===== src/rtl/irpwfd_pkg.sv =====
// Shared types and constants for the IR pulse-width frame decoder.
// Used by every module under rtl; depends on nothing.
`timescale 1ns / 1ps

package irpwfd_pkg;

  localparam int DUR_W  = 16;
  localparam int CODE_W = 20;
  localparam int CNT_W  = 5;
  localparam int TOL_W  = 7;
  localparam int CFG_IDX_W = 2;
  localparam int CFG_DATA_W = 20;

  localparam int DURATION_BITS_DEF = 16;

  // nominal pulse lengths in us
  localparam int NOM_HDR_MARK_US = 2400;
  localparam int NOM_SHORT_US    = 600;
  localparam int NOM_LONG_US     = 1200;

  localparam logic [CNT_W-1:0] BITS_MAX = 5'd20;
  localparam logic [CNT_W-1:0] BITS_12  = 5'd12;
  localparam logic [CNT_W-1:0] BITS_15  = 5'd15;

  // configuration register indexes
  localparam logic [CFG_IDX_W-1:0] CFG_TOLERANCE = 2'd0;
  localparam logic [CFG_IDX_W-1:0] CFG_MATCH_CODE = 2'd1;
  localparam logic [CFG_IDX_W-1:0] CFG_MATCH_COUNT = 2'd2;

  localparam logic [TOL_W-1:0]  TOL_RESET = 7'd25;
  localparam logic [CODE_W-1:0] MATCH_CODE_RESET = '0;
  localparam logic [CNT_W-1:0]  MATCH_COUNT_RESET = 5'd12;

  typedef struct packed {
    logic             level;
    logic [DUR_W-1:0] duration_us;
    logic             burst_end;
  } in_word_t;

  typedef struct packed {
    logic              frame_valid;
    logic [CODE_W-1:0] code;
    logic [CNT_W-1:0]  bit_count;
    logic              matched;
  } out_word_t;

  // duration window hits for the current pulse
  typedef struct packed {
    logic hdr_ok;      // within 2400 us window
    logic short_ok;    // within 600 us window
    logic long_ok;     // within 1200 us window
    logic above_short; // at or above lower edge of 600 us window
  } win_t;

endpackage


===== src/rtl/irpwfd_window.sv =====
// Duration window compare: checks one pulse length against the nominal
// windows set by the tolerance register. Depends on irpwfd_pkg.
`timescale 1ns / 1ps

module irpwfd_window #(
  parameter int DURATION_BITS = irpwfd_pkg::DURATION_BITS_DEF
) (
  input  logic [irpwfd_pkg::DUR_W-1:0] duration_us,
  input  logic [irpwfd_pkg::TOL_W-1:0] tol,
  output irpwfd_pkg::win_t             win
);

  localparam int W = irpwfd_pkg::DUR_W;
  localparam int KEEP = (DURATION_BITS < W) ? DURATION_BITS : W;
  localparam logic [W-1:0] DUR_MASK = W'((33'(1) << KEEP) - 33'(1));

  // all nominals are whole multiples of 100 us, so n*(100+-tol)/100 is exact
  localparam logic [W-1:0] HDR_STEP   = W'(irpwfd_pkg::NOM_HDR_MARK_US / 100);
  localparam logic [W-1:0] SHORT_STEP = W'(irpwfd_pkg::NOM_SHORT_US / 100);
  localparam logic [W-1:0] LONG_STEP  = W'(irpwfd_pkg::NOM_LONG_US / 100);

  logic [W-1:0] d;
  logic [7:0]   lo_pct;
  logic [7:0]   hi_pct;
  logic [W-1:0] hdr_lo, hdr_hi, short_lo, short_hi, long_lo, long_hi;

  always_comb begin
    d = duration_us & DUR_MASK;
    lo_pct = (tol >= 7'd100) ? 8'd0 : (8'd100 - {1'b0, tol});
    hi_pct = 8'd100 + {1'b0, tol};
    hdr_lo   = W'(lo_pct) * HDR_STEP;
    hdr_hi   = W'(hi_pct) * HDR_STEP;
    short_lo = W'(lo_pct) * SHORT_STEP;
    short_hi = W'(hi_pct) * SHORT_STEP;
    long_lo  = W'(lo_pct) * LONG_STEP;
    long_hi  = W'(hi_pct) * LONG_STEP;

    win.hdr_ok      = (d >= hdr_lo) && (d <= hdr_hi);
    win.short_ok    = (d >= short_lo) && (d <= short_hi);
    win.long_ok     = (d >= long_lo) && (d <= long_hi);
    win.above_short = (d >= short_lo);
  end

endmodule


===== src/rtl/irpwfd_core.sv =====
// Frame state machine: header check, bit shifting, end-of-frame rules and
// per-burst result. Depends on irpwfd_pkg.
`timescale 1ns / 1ps

module irpwfd_core (
  input  logic                          clk,
  input  logic                          rst_n,
  input  logic                          step,
  input  logic                          level,
  input  logic                          burst_end,
  input  irpwfd_pkg::win_t              win,
  input  logic [irpwfd_pkg::CODE_W-1:0] match_code,
  input  logic [irpwfd_pkg::CNT_W-1:0]  match_count,
  output logic                          res_valid,
  output irpwfd_pkg::out_word_t         res
);

  localparam logic [2:0] PH_HDR_MARK  = 3'd0;
  localparam logic [2:0] PH_HDR_SPACE = 3'd1;
  localparam logic [2:0] PH_BIT_MARK  = 3'd2;
  localparam logic [2:0] PH_BIT_SPACE = 3'd3;
  localparam logic [2:0] PH_WAIT      = 3'd4;

  logic [2:0]                      phase_r, phase_nxt;
  logic [irpwfd_pkg::CNT_W-1:0]    bits_r, bits_nxt;
  logic [irpwfd_pkg::CODE_W-1:0]   shift_r, shift_nxt;

  logic [2:0]                      ph_n;
  logic [irpwfd_pkg::CNT_W-1:0]    bits_n;
  logic [irpwfd_pkg::CODE_W-1:0]   shift_n;
  logic                            decided;
  logic                            valid;

  always_comb begin
    ph_n    = phase_r;
    bits_n  = bits_r;
    shift_n = shift_r;
    decided = 1'b0;
    valid   = 1'b0;

    case (phase_r)
      PH_HDR_MARK: begin
        if (level && win.hdr_ok) ph_n = PH_HDR_SPACE;
        else decided = 1'b1;
      end
      PH_HDR_SPACE: begin
        if (!level && win.short_ok) ph_n = PH_BIT_MARK;
        else decided = 1'b1;
      end
      PH_BIT_MARK: begin
        // long window wins when the two overlap
        if (level && win.long_ok) begin
          shift_n = {shift_r[irpwfd_pkg::CODE_W-2:0], 1'b1};
          ph_n = PH_BIT_SPACE;
        end else if (level && win.short_ok) begin
          shift_n = {shift_r[irpwfd_pkg::CODE_W-2:0], 1'b0};
          ph_n = PH_BIT_SPACE;
        end else begin
          decided = 1'b1;
          valid = bits_r inside {irpwfd_pkg::BITS_12, irpwfd_pkg::BITS_15};
        end
      end
      PH_BIT_SPACE: begin
        if (!level && win.short_ok) begin
          bits_n = bits_r + 5'd1;
          if (bits_n >= irpwfd_pkg::BITS_MAX) begin
            decided = 1'b1;
            valid = 1'b1;
          end else begin
            ph_n = PH_BIT_MARK;
          end
        end else if (!level && win.above_short) begin
          bits_n = bits_r + 5'd1;
          decided = 1'b1;
          valid = bits_n inside {irpwfd_pkg::BITS_12, irpwfd_pkg::BITS_15,
                                 irpwfd_pkg::BITS_MAX};
        end else begin
          decided = 1'b1;
        end
      end
      default: ;  // waiting for burst end, handled below
    endcase

    // burst ended before the frame was decided: end-of-data rule
    if (phase_r != PH_WAIT && !decided && burst_end) begin
      decided = 1'b1;
      if (ph_n == PH_BIT_MARK) begin
        valid = bits_n inside {irpwfd_pkg::BITS_12, irpwfd_pkg::BITS_15};
      end else if (ph_n == PH_BIT_SPACE) begin
        bits_n = bits_n + 5'd1;
        valid = bits_n inside {irpwfd_pkg::BITS_12, irpwfd_pkg::BITS_15,
                               irpwfd_pkg::BITS_MAX};
      end
    end

    res.frame_valid = valid;
    res.code        = shift_n;
    res.bit_count   = bits_n;
    res.matched     = valid && (shift_n == match_code) && (bits_n == match_count);
    res_valid       = step && decided && (phase_r != PH_WAIT);

    phase_nxt = phase_r;
    bits_nxt  = bits_r;
    shift_nxt = shift_r;
    if (step) begin
      if (burst_end) begin
        phase_nxt = PH_HDR_MARK;
        bits_nxt  = '0;
        shift_nxt = '0;
      end else if (decided) begin
        phase_nxt = PH_WAIT;
      end else begin
        phase_nxt = ph_n;
        bits_nxt  = bits_n;
        shift_nxt = shift_n;
      end
    end
  end

  always_ff @(posedge clk) begin
    if (!rst_n) begin
      phase_r <= PH_HDR_MARK;
      bits_r  <= '0;
      shift_r <= '0;
    end else begin
      phase_r <= phase_nxt;
      bits_r  <= bits_nxt;
      shift_r <= shift_nxt;
    end
  end

`ifndef SYNTHESIS
  a_burst_end_clears: assert property (@(posedge clk) disable iff (!rst_n)
    step && burst_end |=> phase_r == PH_HDR_MARK && bits_r == '0 && shift_r == '0)
    else $error("state not cleared after burst end");

  a_header_clean: assert property (@(posedge clk) disable iff (!rst_n)
    (phase_r == PH_HDR_MARK || phase_r == PH_HDR_SPACE) |-> bits_r == '0 && shift_r == '0)
    else $error("bits present during header");

  a_count_range: assert property (@(posedge clk) disable iff (!rst_n)
    bits_r < irpwfd_pkg::BITS_MAX)
    else $error("bit count reached limit while frame open");

  a_valid_count: assert property (@(posedge clk) disable iff (!rst_n)
    res_valid && res.frame_valid |-> (res.bit_count == irpwfd_pkg::BITS_12 ||
      res.bit_count == irpwfd_pkg::BITS_15 || res.bit_count == irpwfd_pkg::BITS_MAX))
    else $error("valid frame with bad bit count");

  a_one_per_burst: assert property (@(posedge clk) disable iff (!rst_n)
    res_valid && !burst_end |=> phase_r == PH_WAIT)
    else $error("second result possible in same burst");
`endif

endmodule


===== src/rtl/ir_pulse_width_frame_decoder_unit.sv =====
// Top level of the IR pulse-width frame decoder: ports, config registers,
// input and result registers. Depends on irpwfd_pkg, irpwfd_window, irpwfd_core.
`timescale 1ns / 1ps

// Decodes header/bit pulse trains from an IR receiver, one pulse word per
// cycle. Each accepted word is held in an input register, decoded by one
// level of window compares and the frame state machine, and any result lands
// in the output register as the word leaves the input register, which a held
// result can delay. A new word is taken every cycle while the result side is
// ready; a held result stalls intake only once the input register is also
// full. At most one result word is produced per burst; pulses after the
// decision are dropped until burst_end. Config writes take effect on the next
// cycle and must only be issued while idle.

module ir_pulse_width_frame_decoder_unit #(
  parameter int DURATION_BITS = irpwfd_pkg::DURATION_BITS_DEF
) (
  input  logic                              clk,
  input  logic                              rst_n,
  input  logic                              in_valid,
  output logic                              in_ready,
  input  irpwfd_pkg::in_word_t              in_data,
  output logic                              out_valid,
  input  logic                              out_ready,
  output irpwfd_pkg::out_word_t             out_data,
  input  logic                              cfg_wr_en,
  input  logic [irpwfd_pkg::CFG_IDX_W-1:0]  cfg_index,
  input  logic [irpwfd_pkg::CFG_DATA_W-1:0] cfg_wdata
);

  logic [irpwfd_pkg::TOL_W-1:0]  tol_r, tol_nxt;
  logic [irpwfd_pkg::CODE_W-1:0] mcode_r, mcode_nxt;
  logic [irpwfd_pkg::CNT_W-1:0]  mcount_r, mcount_nxt;

  logic                          s1_valid_r, s1_valid_nxt;
  irpwfd_pkg::in_word_t          s1_data_r;
  logic                          out_valid_r, out_valid_nxt;
  irpwfd_pkg::out_word_t         out_data_r;

  logic                          step;
  irpwfd_pkg::win_t              win;
  logic                          res_valid;
  irpwfd_pkg::out_word_t         res;

  always_comb begin
    tol_nxt    = tol_r;
    mcode_nxt  = mcode_r;
    mcount_nxt = mcount_r;
    if (cfg_wr_en) begin
      case (cfg_index)
        irpwfd_pkg::CFG_TOLERANCE:   tol_nxt = cfg_wdata[irpwfd_pkg::TOL_W-1:0];
        irpwfd_pkg::CFG_MATCH_CODE:  mcode_nxt = cfg_wdata[irpwfd_pkg::CODE_W-1:0];
        irpwfd_pkg::CFG_MATCH_COUNT: mcount_nxt = cfg_wdata[irpwfd_pkg::CNT_W-1:0];
        default: ;
      endcase
    end
  end

  // the stage-1 word moves on when the result register is free or draining
  assign step     = s1_valid_r && (!out_valid_r || out_ready);
  assign in_ready = !s1_valid_r || step;

  always_comb begin
    s1_valid_nxt = s1_valid_r;
    if (in_valid && in_ready) s1_valid_nxt = 1'b1;
    else if (step) s1_valid_nxt = 1'b0;

    out_valid_nxt = out_valid_r;
    if (step) out_valid_nxt = res_valid;
    else if (out_ready) out_valid_nxt = 1'b0;
  end

  always_ff @(posedge clk) begin
    if (!rst_n) begin
      tol_r       <= irpwfd_pkg::TOL_RESET;
      mcode_r     <= irpwfd_pkg::MATCH_CODE_RESET;
      mcount_r    <= irpwfd_pkg::MATCH_COUNT_RESET;
      s1_valid_r  <= 1'b0;
      out_valid_r <= 1'b0;
    end else begin
      tol_r       <= tol_nxt;
      mcode_r     <= mcode_nxt;
      mcount_r    <= mcount_nxt;
      s1_valid_r  <= s1_valid_nxt;
      out_valid_r <= out_valid_nxt;
    end
  end

  always_ff @(posedge clk) begin
    if (in_valid && in_ready) s1_data_r <= in_data;
    if (step && res_valid) out_data_r <= res;
  end

  irpwfd_window #(
    .DURATION_BITS(DURATION_BITS)
  ) u_window (
    .duration_us(s1_data_r.duration_us),
    .tol        (tol_r),
    .win        (win)
  );

  irpwfd_core u_core (
    .clk        (clk),
    .rst_n      (rst_n),
    .step       (step),
    .level      (s1_data_r.level),
    .burst_end  (s1_data_r.burst_end),
    .win        (win),
    .match_code (mcode_r),
    .match_count(mcount_r),
    .res_valid  (res_valid),
    .res        (res)
  );

  assign out_valid = out_valid_r;
  assign out_data  = out_data_r;

endmodule


===== config.mk =====
export PLATFORM = sky130hd
export DESIGN_NAME = ir_pulse_width_frame_decoder_unit
export DESIGN_NICKNAME = d
export VERILOG_FILES = /design/src/rtl/irpwfd_pkg.sv /design/src/rtl/irpwfd_window.sv /design/src/rtl/irpwfd_core.sv /design/src/rtl/ir_pulse_width_frame_decoder_unit.sv
export SDC_FILE = /design/constraint.sdc
export NUM_CORES = 1
export LEC_CHECK = 0
export BUFFER_PORTS_ARGS = -buffer_cell sky130_fd_sc_hd__buf_2
export CAP_MARGIN = 20
export CORE_UTILIZATION = 45
export DETAILED_ROUTE_END_ITERATION = 7
export HOLD_SLACK_MARGIN = 0.12
export SLEW_MARGIN = 10
export SYNTH_ARGS = -nofsm -noshare
export SYNTH_HDL_FRONTEND = slang
export SYNTH_SLANG_ARGS = --single-unit

===== constraint.sdc =====
create_clock -name clk -period 10.1 [get_ports clk]
set_clock_uncertainty 0.05 [all_clocks]
set_input_delay 0.505 -clock clk [delete_from_list [all_inputs] [get_ports clk]]
set_output_delay 0.505 -clock clk [all_outputs]
set_load 0.05 [all_outputs]

==> results of run 1 <==
flip-flops by register name (all words and copies together) (netlist names):
register	count
u_core.phase_r	3
mcode_r	20
s1_data_r	18
mcount_r	5
out_valid	1
tol_r	7
u_core.bits_r	5
out_data	27
u_core.shift_r	20
s1_valid_r	1
kinds of logic (layout without fill, tap and decap cells):
logic type               Yosys count  in the layout  share of synthesized area (%)
AND/OR/NAND/NOR                  272            272                           17.8
AO/OA/AOI/OAI                    235            235                           22.2
flip-flops                       107            107                           32.4
buffers and inverters             82            139                           4.64
adder cells (fa/ha/maj)           80             80                           12.6
XOR/XNOR                          61             61                           7.37
multiplexers                      22             22                           3.09
worst reg2reg max path: cells and delay by family (launching register included):
family,cells,cell delay (ns)
compound gates,9,2.51
xor+xnor,2,0.30
fa+ha+maj,6,1.70
buf+inv,1,0.24
flops,1,0.89
mux,1,0.45
simple gates,8,1.80
power groups by stage:
stage,sequential [mW],combinational [mW],clock (mW)
after floorplan,0.495,0.216,0
after global placement,0.493,0.291,0
after detailed placement,0.492,0.292,0
after CTS,0.483,0.295,0.381
after global routing,0.485,0.335,0.395
final,0.483,0.298,0.372
through the flow:
step | cell area (um2) | hold slack, ns | instances | worst slack [ns]
floorplan | 8010 | 0.393 | 859 | 3.48
finish | 8820 | 0.269 | 1141 | 1.97
CTS | 8790 | 0.251 | 1140 | 2.07
global placement | 8480 | 0.410 | 1124 | 2.27
global route | 8820 | 0.251 | 1141 | 1.46
detailed placement | 8480 | 0.421 | 1124 | 2.12
cells in the mapped netlist (4+ instances only):
cell type,instances
nand2_1,83
ha_1,78
dfxtp_1,62
edfxtp_1,45
inv_1,43
a21oi_1,42
o21ai_0,36
and2_1,31
nor2_1,30
xor2_1,29
xnor2_1,27
a22o_1,25
a21boi_0,22
clkbuf_1,18
nand3_1,17
nand4_1,17
nor2b_1,16
nand2b_1,14
nor3_1,14
mux2i_1,12
o21a_1,12
nor4_1,11
a21o_1,9
mux2_2,8
a211oi_1,7
buf_4,7
nand3b_1,7
o22ai_1,7
a31oi_1,6
and3_1,6
buf_2,6
o211ai_1,5
or3_1,5
a211o_1,4
a21boi_1,4
a21oi_2,4
buf_6,4
inv_2,4
nor3b_1,4
o21bai_1,4
o31ai_1,4
or2_2,4
per-layer routing:
metal  up-vias  global-route usage [%]  wire length, um
li1       3269                       -                -
met1      3071                    34.6            10700
met2       191                    35.5             8660
met3        26                    3.67             1020
met4         0                    6.55              374
met5         -                       0                0
final cells by class:
type	count	area, um2	share of cell area, %
Clock buffer	9	225	2.55
Clock inverter	7	86.3	0.979
Inverter	47	176	2.00
Multi-Input combinational cell	670	5050	57.2
Sequential cell	107	2590	29.4
Tap cell	225	282	3.19
Timing Repair Buffer	76	408	4.63
path summary, 6_finish.rpt:
kind / to / slack (ns) / cells past startpoint
worst max-delay path: out_data[0] / 1.97 / 27
worst min-delay path: s1_data_r[9] / 0.27 / 1
worst max register to register: out_data[0] / 1.97 / 27
worst min register to register: mcode_r[5] / 0.43 / 2
==> run summary, run 1 <==
Critical Path Sink Type: flip-flop
post-CTS sizing: 0
power share of the clock group: 32.3%
Worst EP required: 10.23 ns
post-synth cell types: 91
antenna violations before repair: 0
Avg WL per Cell: 18.1 um
TNS Setup: 0 ns
Skew-Pair Late Insertion Delay: 0.36 ns
cell count after synthesis: 859
Initial DRT Pass Iterations: 5
Seq pwr share: 41.9%
CTS buffer count: 9
peak supply drop: 0.114 mV
clk slew on worst S/H paths: 0.08 ns
vias in the first global route: 6210
Tightest Pin Transition: 1.06 ns
CP startpoint kind: flip-flop
clk sinks: 107
initial core utilization: 46.2%
clk root buf: clkbuf_16
Ports: 74
hold bufs inserted after CTS: 0
commonest non-fill, non-tap cell in the layout: nand2_1
Crit path largest cell delay: 0.89 ns
RR Startpoint: tol_r[2]
Final ANT Viol Nets: 0
Pint: 767 uW
number of port buffers: 73
vias per std cell: 5.75
chip height: 135 um
first-pass GRT wire length: 33400 um
CP most frequent cell: ha_1
Pwr Density: 131 nW/um2
# rows: 48
CP arrival: 8.26 ns
layout cells sized above 1: 15.0%
Filler Cells Inserted: 1647
Area Growth Syn to Fin: 10.1%
status: finished clean
sequential area share after synthesis: 32.4%
Max-cap violations: 0
FMAX: 123 MHz
Yosys warnings: 0
Synth Flop Type: dfxtp_1
Clock Path Buffers: 2
routability-driven placement congestion ratio: 0.877
Tcrit/Tclk final: 80.5%
setup bufs post-CTS: 0
Leakage: 3.71 nW
async set-or-reset flop fraction in the synthesized netlist: 0%
unrepaired setup endpoints after global routing: false
H-tree lvl count: 3
largest net degree at the start of global routing: 63
Hold Fails Final Rpt: 0
family with the most delay on the worst path: compound AO/OA/AOI/OAI gates
Area contributors post-synth: edfxtp_1 (17%), dfxtp_1 (15%), ha_1 (12%), nand2_1 (3.9%), xor2_1 (3.2%)
GR Overflow Total: 0
CORE AREA: 17400 um2
DRC violations left: 0
routed via count: 6557
Synth Register Bits: 107
DR iter-0 viols: 467
Synth top area share: 16.9%
Die W: 135 um
Logic pwr share: 25.8%
n_diodes: 0
CP max FO: 20
Max-slew headroom: 29.1%
# nets final: 1035
Setup crit start: tol_r[2]
Tot Pwr: 1.15 mW
Tmin final: 8.13 ns
CP bufs+invs: 1
final setup violation count: 0
die area: 18300 um2
post-DP HPWL: 15700 um
most frequent cells in the layout: nand2_1 (83), ha_1 (78), buf_2 (73), dfxtp_1 (62), edfxtp_1 (45)
GRT Total Usage: 23.6%
Net Sw Frac: 33.5%
synthesized area: 8010 um2
Syn Nets: 983
Crit Path Class: reg2reg
Yosys top cell by area: edfxtp_1
CTS tree: yes
Hold WC Path Type: in2reg
Net Switching: 386 uW
Final Core Density: 50.8%
hold path startpoint: in_data[9]
crit path max-delay cell type: dfxtp_1
syn_area_per_cell: 9.33 um2
Max Slew Vio Count: 0
Post-synth EDFFs: 45
WL final: 20700 um
Power figures use the tool's default switching activity.
==> run 2, diff against run 1 <==
Settings changed: PLACE_DENSITY from default to 0.66.
Clock period 10.1 ns to 7.3 ns, I/O delays scaled along.
==> run 2 against run 1 <==
  * Clock power grew 37%
  * Global-route usage decreased by 0.10 points
  * Via count up 2.1%
  * Core utilization rose by 1.3 points
  * Largest cell class unchanged
==> run summary, run 2 (synthesis gave the netlist of run 1 again) <==
status: finished clean
H-tree lvl count: 3
layout cells sized above 1: 16.5%
Crit path largest cell delay: 0.42 ns
Critical Path Sink Type: flip-flop
Final WS setup: 0.662 ns
initial core utilization: 46.2%
register-to-register setup slack: 0.66 ns
CP bufs+invs: 1
vias per std cell: 5.74
Max-cap violations: 0
crit path max-delay cell type: mux2_2
Worst EP required: 7.43 ns
CP most frequent cell: ha_1
Avg WL per Cell: 17.8 um
multi-input logic area: 5070 um2
DR iter-0 viols: 464
Setup WS pre-CTS: 0.259 ns
GRT Total Usage: 23.5%
routed via count: 6693
Crit Path Class: reg2reg
Tot Pwr: 1.60 mW
# nets final: 1061
Initial DRT Pass Iterations: 5
clk root buf: clkbuf_16
Max-slew headroom: 30.4%
Area after DPL: 8570 um2
FMAX: 151 MHz
Final Core Density: 52.1%
Pwr Density: 177 nW/um2
Hold Fails Final Rpt: 0
clk slew on worst S/H paths: 0.09 ns
largest net degree at the start of global routing: 63
Max Slew Vio Count: 0
DRC violations left: 0
vias in the first global route: 6370
WL final: 20800 um
Skew-Pair Late Insertion Delay: 0.37 ns
Leakage: 3.82 nW
chip height: 135 um
Die W: 135 um
first-pass GRT wire length: 33400 um
CP startpoint kind: flip-flop
# rows: 48
CTS buffer count: 9
CP max FO: 8
final setup violation count: 0
CTS tree: yes
die area: 18300 um2
RR Startpoint: tol_r[0]
worst reg2reg endpoint: out_data[0]
clk sinks: 107
n_diodes: 0
Setup crit start: tol_r[0]
Filler Cells Inserted: 1557
Reg2Reg Depth: 27
GR Overflow Total: 0
antenna violations before repair: 0
most frequent cells in the layout: nand2_1 (83), ha_1 (77), buf_2 (73), dfxtp_1 (61), edfxtp_1 (45)
unrepaired setup endpoints after global routing: false
post-DP HPWL: 15600 um
stages on the worst setup path: 27
Final ANT Viol Nets: 0
routability-driven placement congestion ratio: 0.937
CORE AREA: 17400 um2
Ports: 74
max reg flops: 27
family with the most delay on the worst path: simple AND/OR/NAND/NOR gates
CP arrival: 6.77 ns
TNS Setup: 0 ns
Tmin final: 6.64 ns
Tightest Pin Transition: 1.04 ns
Hold WC Path Type: in2reg
Finished Cell Area: 9030 um2
peak supply drop: 0.133 mV
Area Growth Syn to Fin: 12.8%
Clock Path Buffers: 2
number of port buffers: 73
CP Capture Point: out_data[0]
Tcrit/Tclk final: 90.9%
commonest non-fill, non-tap cell in the layout: nand2_1
Sequential Area: 2590 um2
==> run 2: worst reg2reg max path: cells and delay by family (launching register included) <==
kind / cells / cell delay (ns)
xor gates and xnor gates: 2 / 0.30
muxes: 1 / 0.42
and+or+nand+nor: 10 / 2.00
buffers and inverters: 1 / 0.14
DFF: 1 / 0.39
adders and majority gates: 6 / 1.42
AOI/OAI and AO/OA: 7 / 1.73
==> run 2: layer usage <==
metal  GRT usage, %  wire [um]  vias up  share of wire (%)
met3           4.00       1260       24                6.1
met5              0          0        -                  0
met2           36.0       9110      210                 44
met1           33.8      10200     3150                 49
met4           6.30        279        0                1.3
li1               -          -     3309                  -
==> run 2: what timing repair did <==
item	4_1_cts	5_1_grt
resized for setup	0	5
endpoints found under the setup margin	0	2
hold buffers	12	0
buffers inserted	0	3
endpoints found under the hold margin	12	0
==> run 2: worst min-delay path by stage <==
stage,startpoint,endpoint,cells past startpoint
after floorplan,mcode_r[5],mcode_r[5],2
after global placement,mcode_r[5],mcode_r[5],2
after detailed placement,mcode_r[5],mcode_r[5],2
after CTS,in_data[9],s1_data_r[9],1
after global routing,in_data[9],s1_data_r[9],1
final,in_data[0],s1_data_r[0],1
==> run 2: stage by stage <==
step           hold WS [ns]  std cells
6_report              0.129       1167
3_3_place_gp          0.410       1136
2_1_floorplan         0.393        859
3_5_place_dp          0.414       1136
4_1_cts               0.122       1164
5_1_grt               0.123       1167
==> run 2: area by class of cell <==
cell class	instances	area share [%]
Multi-Input combinational cell	670	56.1
Clock buffer	9	2.49
Tap cell	225	3.12
Inverter	47	1.95
Timing Repair Buffer	102	6.79
Clock inverter	7	0.859
Sequential cell	107	28.7
==> run 2: report_power, final <==
group | switching, mW | internal [mW] | total (mW)
clock | 0.266 | 0.245 | 0.511
combinational | 0.247 | 0.179 | 0.426
sequential | 0.0233 | 0.642 | 0.665
total | 0.536 | 1.07 | 1.60
==> run 3, diff against run 2 <==
Settings changed: PLACE_DENSITY 0.66 to 0.69.
==> run 3 against run 2 <==
  * Final area fell by 0.37%
  * Critical endpoint unchanged
  * Count of clock-buffer cells in the layout did not move
  * Clock power barely moved
  * Non-clock buffer count decreased by 5
  * Critical path depth rose by 2
  * Wire length decreased by 0.13%
  * Via count is 0.27% lower
==> run summary, run 3 (synthesis gave the netlist of run 1 again) <==
status: finished clean
Hold WC Path Type: in2reg
Seq pwr share: 41.5%
commonest non-fill, non-tap cell in the layout: nand2_1
DR iter-0 viols: 658
Worst EP required: 7.42 ns
Critical Path Sink Type: flip-flop
unrepaired setup endpoints after global routing: false
WHS: 0.128 ns
vias in the first global route: 6237
Max-cap violations: 0
GR Overflow Total: 0
Net Sw Frac: 33.3%
Hold Fails Final Rpt: 0
Crit Path Class: reg2reg
crit path max-delay cell type: dfxtp_1
TNS Setup: 0 ns
n_diodes: 0
CP arrival: 6.89 ns
Avg WL per Cell: 17.9 um
vias per std cell: 5.74
Filler Cells Inserted: 1595
Skew-Pair Late Insertion Delay: 0.37 ns
# rows: 48
Tcrit/Tclk final: 92.8%
final setup violation count: 0
Net Switching: 533 uW
family with the most delay on the worst path: simple AND/OR/NAND/NOR gates
most frequent cells in the layout: nand2_1 (83), ha_1 (77), buf_2 (73), dfxtp_1 (62), edfxtp_1 (45)
die area: 18300 um2
setup bufs post-CTS: 0
DRC violations left: 0
max reg flops: 27
first-pass GRT wire length: 33500 um
Tightest Pin Transition: 1.01 ns
clk slew on worst S/H paths: 0.08 ns
initial core utilization: 46.2%
Die W: 135 um
H-tree lvl count: 3
CTS buffer count: 9
Logic pwr share: 26.5%
Crit path largest cell delay: 0.39 ns
peak supply drop: 0.150 mV
antenna violations before repair: 0
FMAX: 148 MHz
layout cells sized above 1: 16.0%
largest net degree at the start of global routing: 63
CP bufs+invs: 4
Initial DRT Pass Iterations: 5
Tmin final: 6.77 ns
Max-slew headroom: 32.6%
power share of the clock group: 32.0%
Pwr Density: 178 nW/um2
Pint: 1.07 mW
clk root buf: clkbuf_16
Ports: 74
CP max FO: 9
CP most frequent cell: ha_1
WL final: 20800 um
Clock Path Buffers: 2
chip height: 135 um
CORE AREA: 17400 um2
CP startpoint kind: flip-flop
clk sinks: 107
GRT Total Usage: 23.8%
number of port buffers: 73
routed via count: 6675
Max Slew Vio Count: 0
Final ANT Viol Nets: 0
Leakage: 3.80 nW
routability-driven placement congestion ratio: 0.934
post-DP HPWL: 15600 um
CTS tree: yes
Area Growth Syn to Fin: 12.4%
# nets final: 1056
run 3: stage by stage:
step                setup WS (ns)  cells  power [mW]  instance area [um2]  util (%)
detailed placement          0.422   1135        1.09                 8560      49.3
CTS                         0.425   1161        1.61                 8980      51.7
finish                      0.529   1162        1.60                 9000      51.9
global route               0.0988   1162        1.69                 9000      51.9
global placement            0.732   1135        1.08                 8560      49.3
floorplan                   0.677    859       0.984                 8010         -
run 3: layer usage:
metal  vias to the layer above  track usage [%]  wire, um
li1                       3297                -         -
met1                      3156             34.3     10100
met2                       195             36.7      9050
met3                        27             3.52      1250
met4                         0             6.55       364
met5                         -                0         0
run 3: worst paths after layout:
check                   start            to  slack, ns  depth (start not counted)
setup reg to reg     tol_r[0]   out_data[0]       0.53                         29
setup / recovery     tol_r[0]   out_data[0]       0.53                         29
hold reg to reg   mcode_r[11]   mcode_r[11]       0.43                          2
hold / removal     in_data[7]  s1_data_r[7]       0.13                          1
run 3: area by class of cell:
type | count | area (um2) | area share, %
inverter | 47 | 176 | 1.96
sequential | 107 | 2590 | 28.8
tap | 225 | 282 | 3.13
timing repair buffer | 97 | 573 | 6.37
clock inverter | 7 | 91.3 | 1.01
clock buffer | 9 | 225 | 2.50
multi-input combinational | 670 | 5060 | 56.2
run 3: power groups by stage:
| stage | Clock, mW | Combinational [mW] | Sequential, mW |
|---|---|---|---|
| floorplan | 0 | 0.299 | 0.685 |
| global route | 0.548 | 0.474 | 0.667 |
| finish | 0.512 | 0.425 | 0.664 |
| detailed placement | 0 | 0.410 | 0.677 |
| global placement | 0 | 0.405 | 0.677 |
| CTS | 0.523 | 0.419 | 0.664 |
run 3: worst reg2reg max path: cells and delay by family, from the launching register on:
family	cells	cell delay (ns)
and+or+nand+nor	10	1.96
DFF	1	0.39
xor gates and xnor gates	3	0.48
buffers and inverters	4	0.64
AOI/OAI and AO/OA	7	1.82
adders and majority gates	5	1.24
run 3: what timing repair did:
item                       4_1_cts  5_1_grt
setup endpoints to repair        0        1
hold endpoints to repair        10        1
hold buffers                    10        1
gates resized for setup          0        3
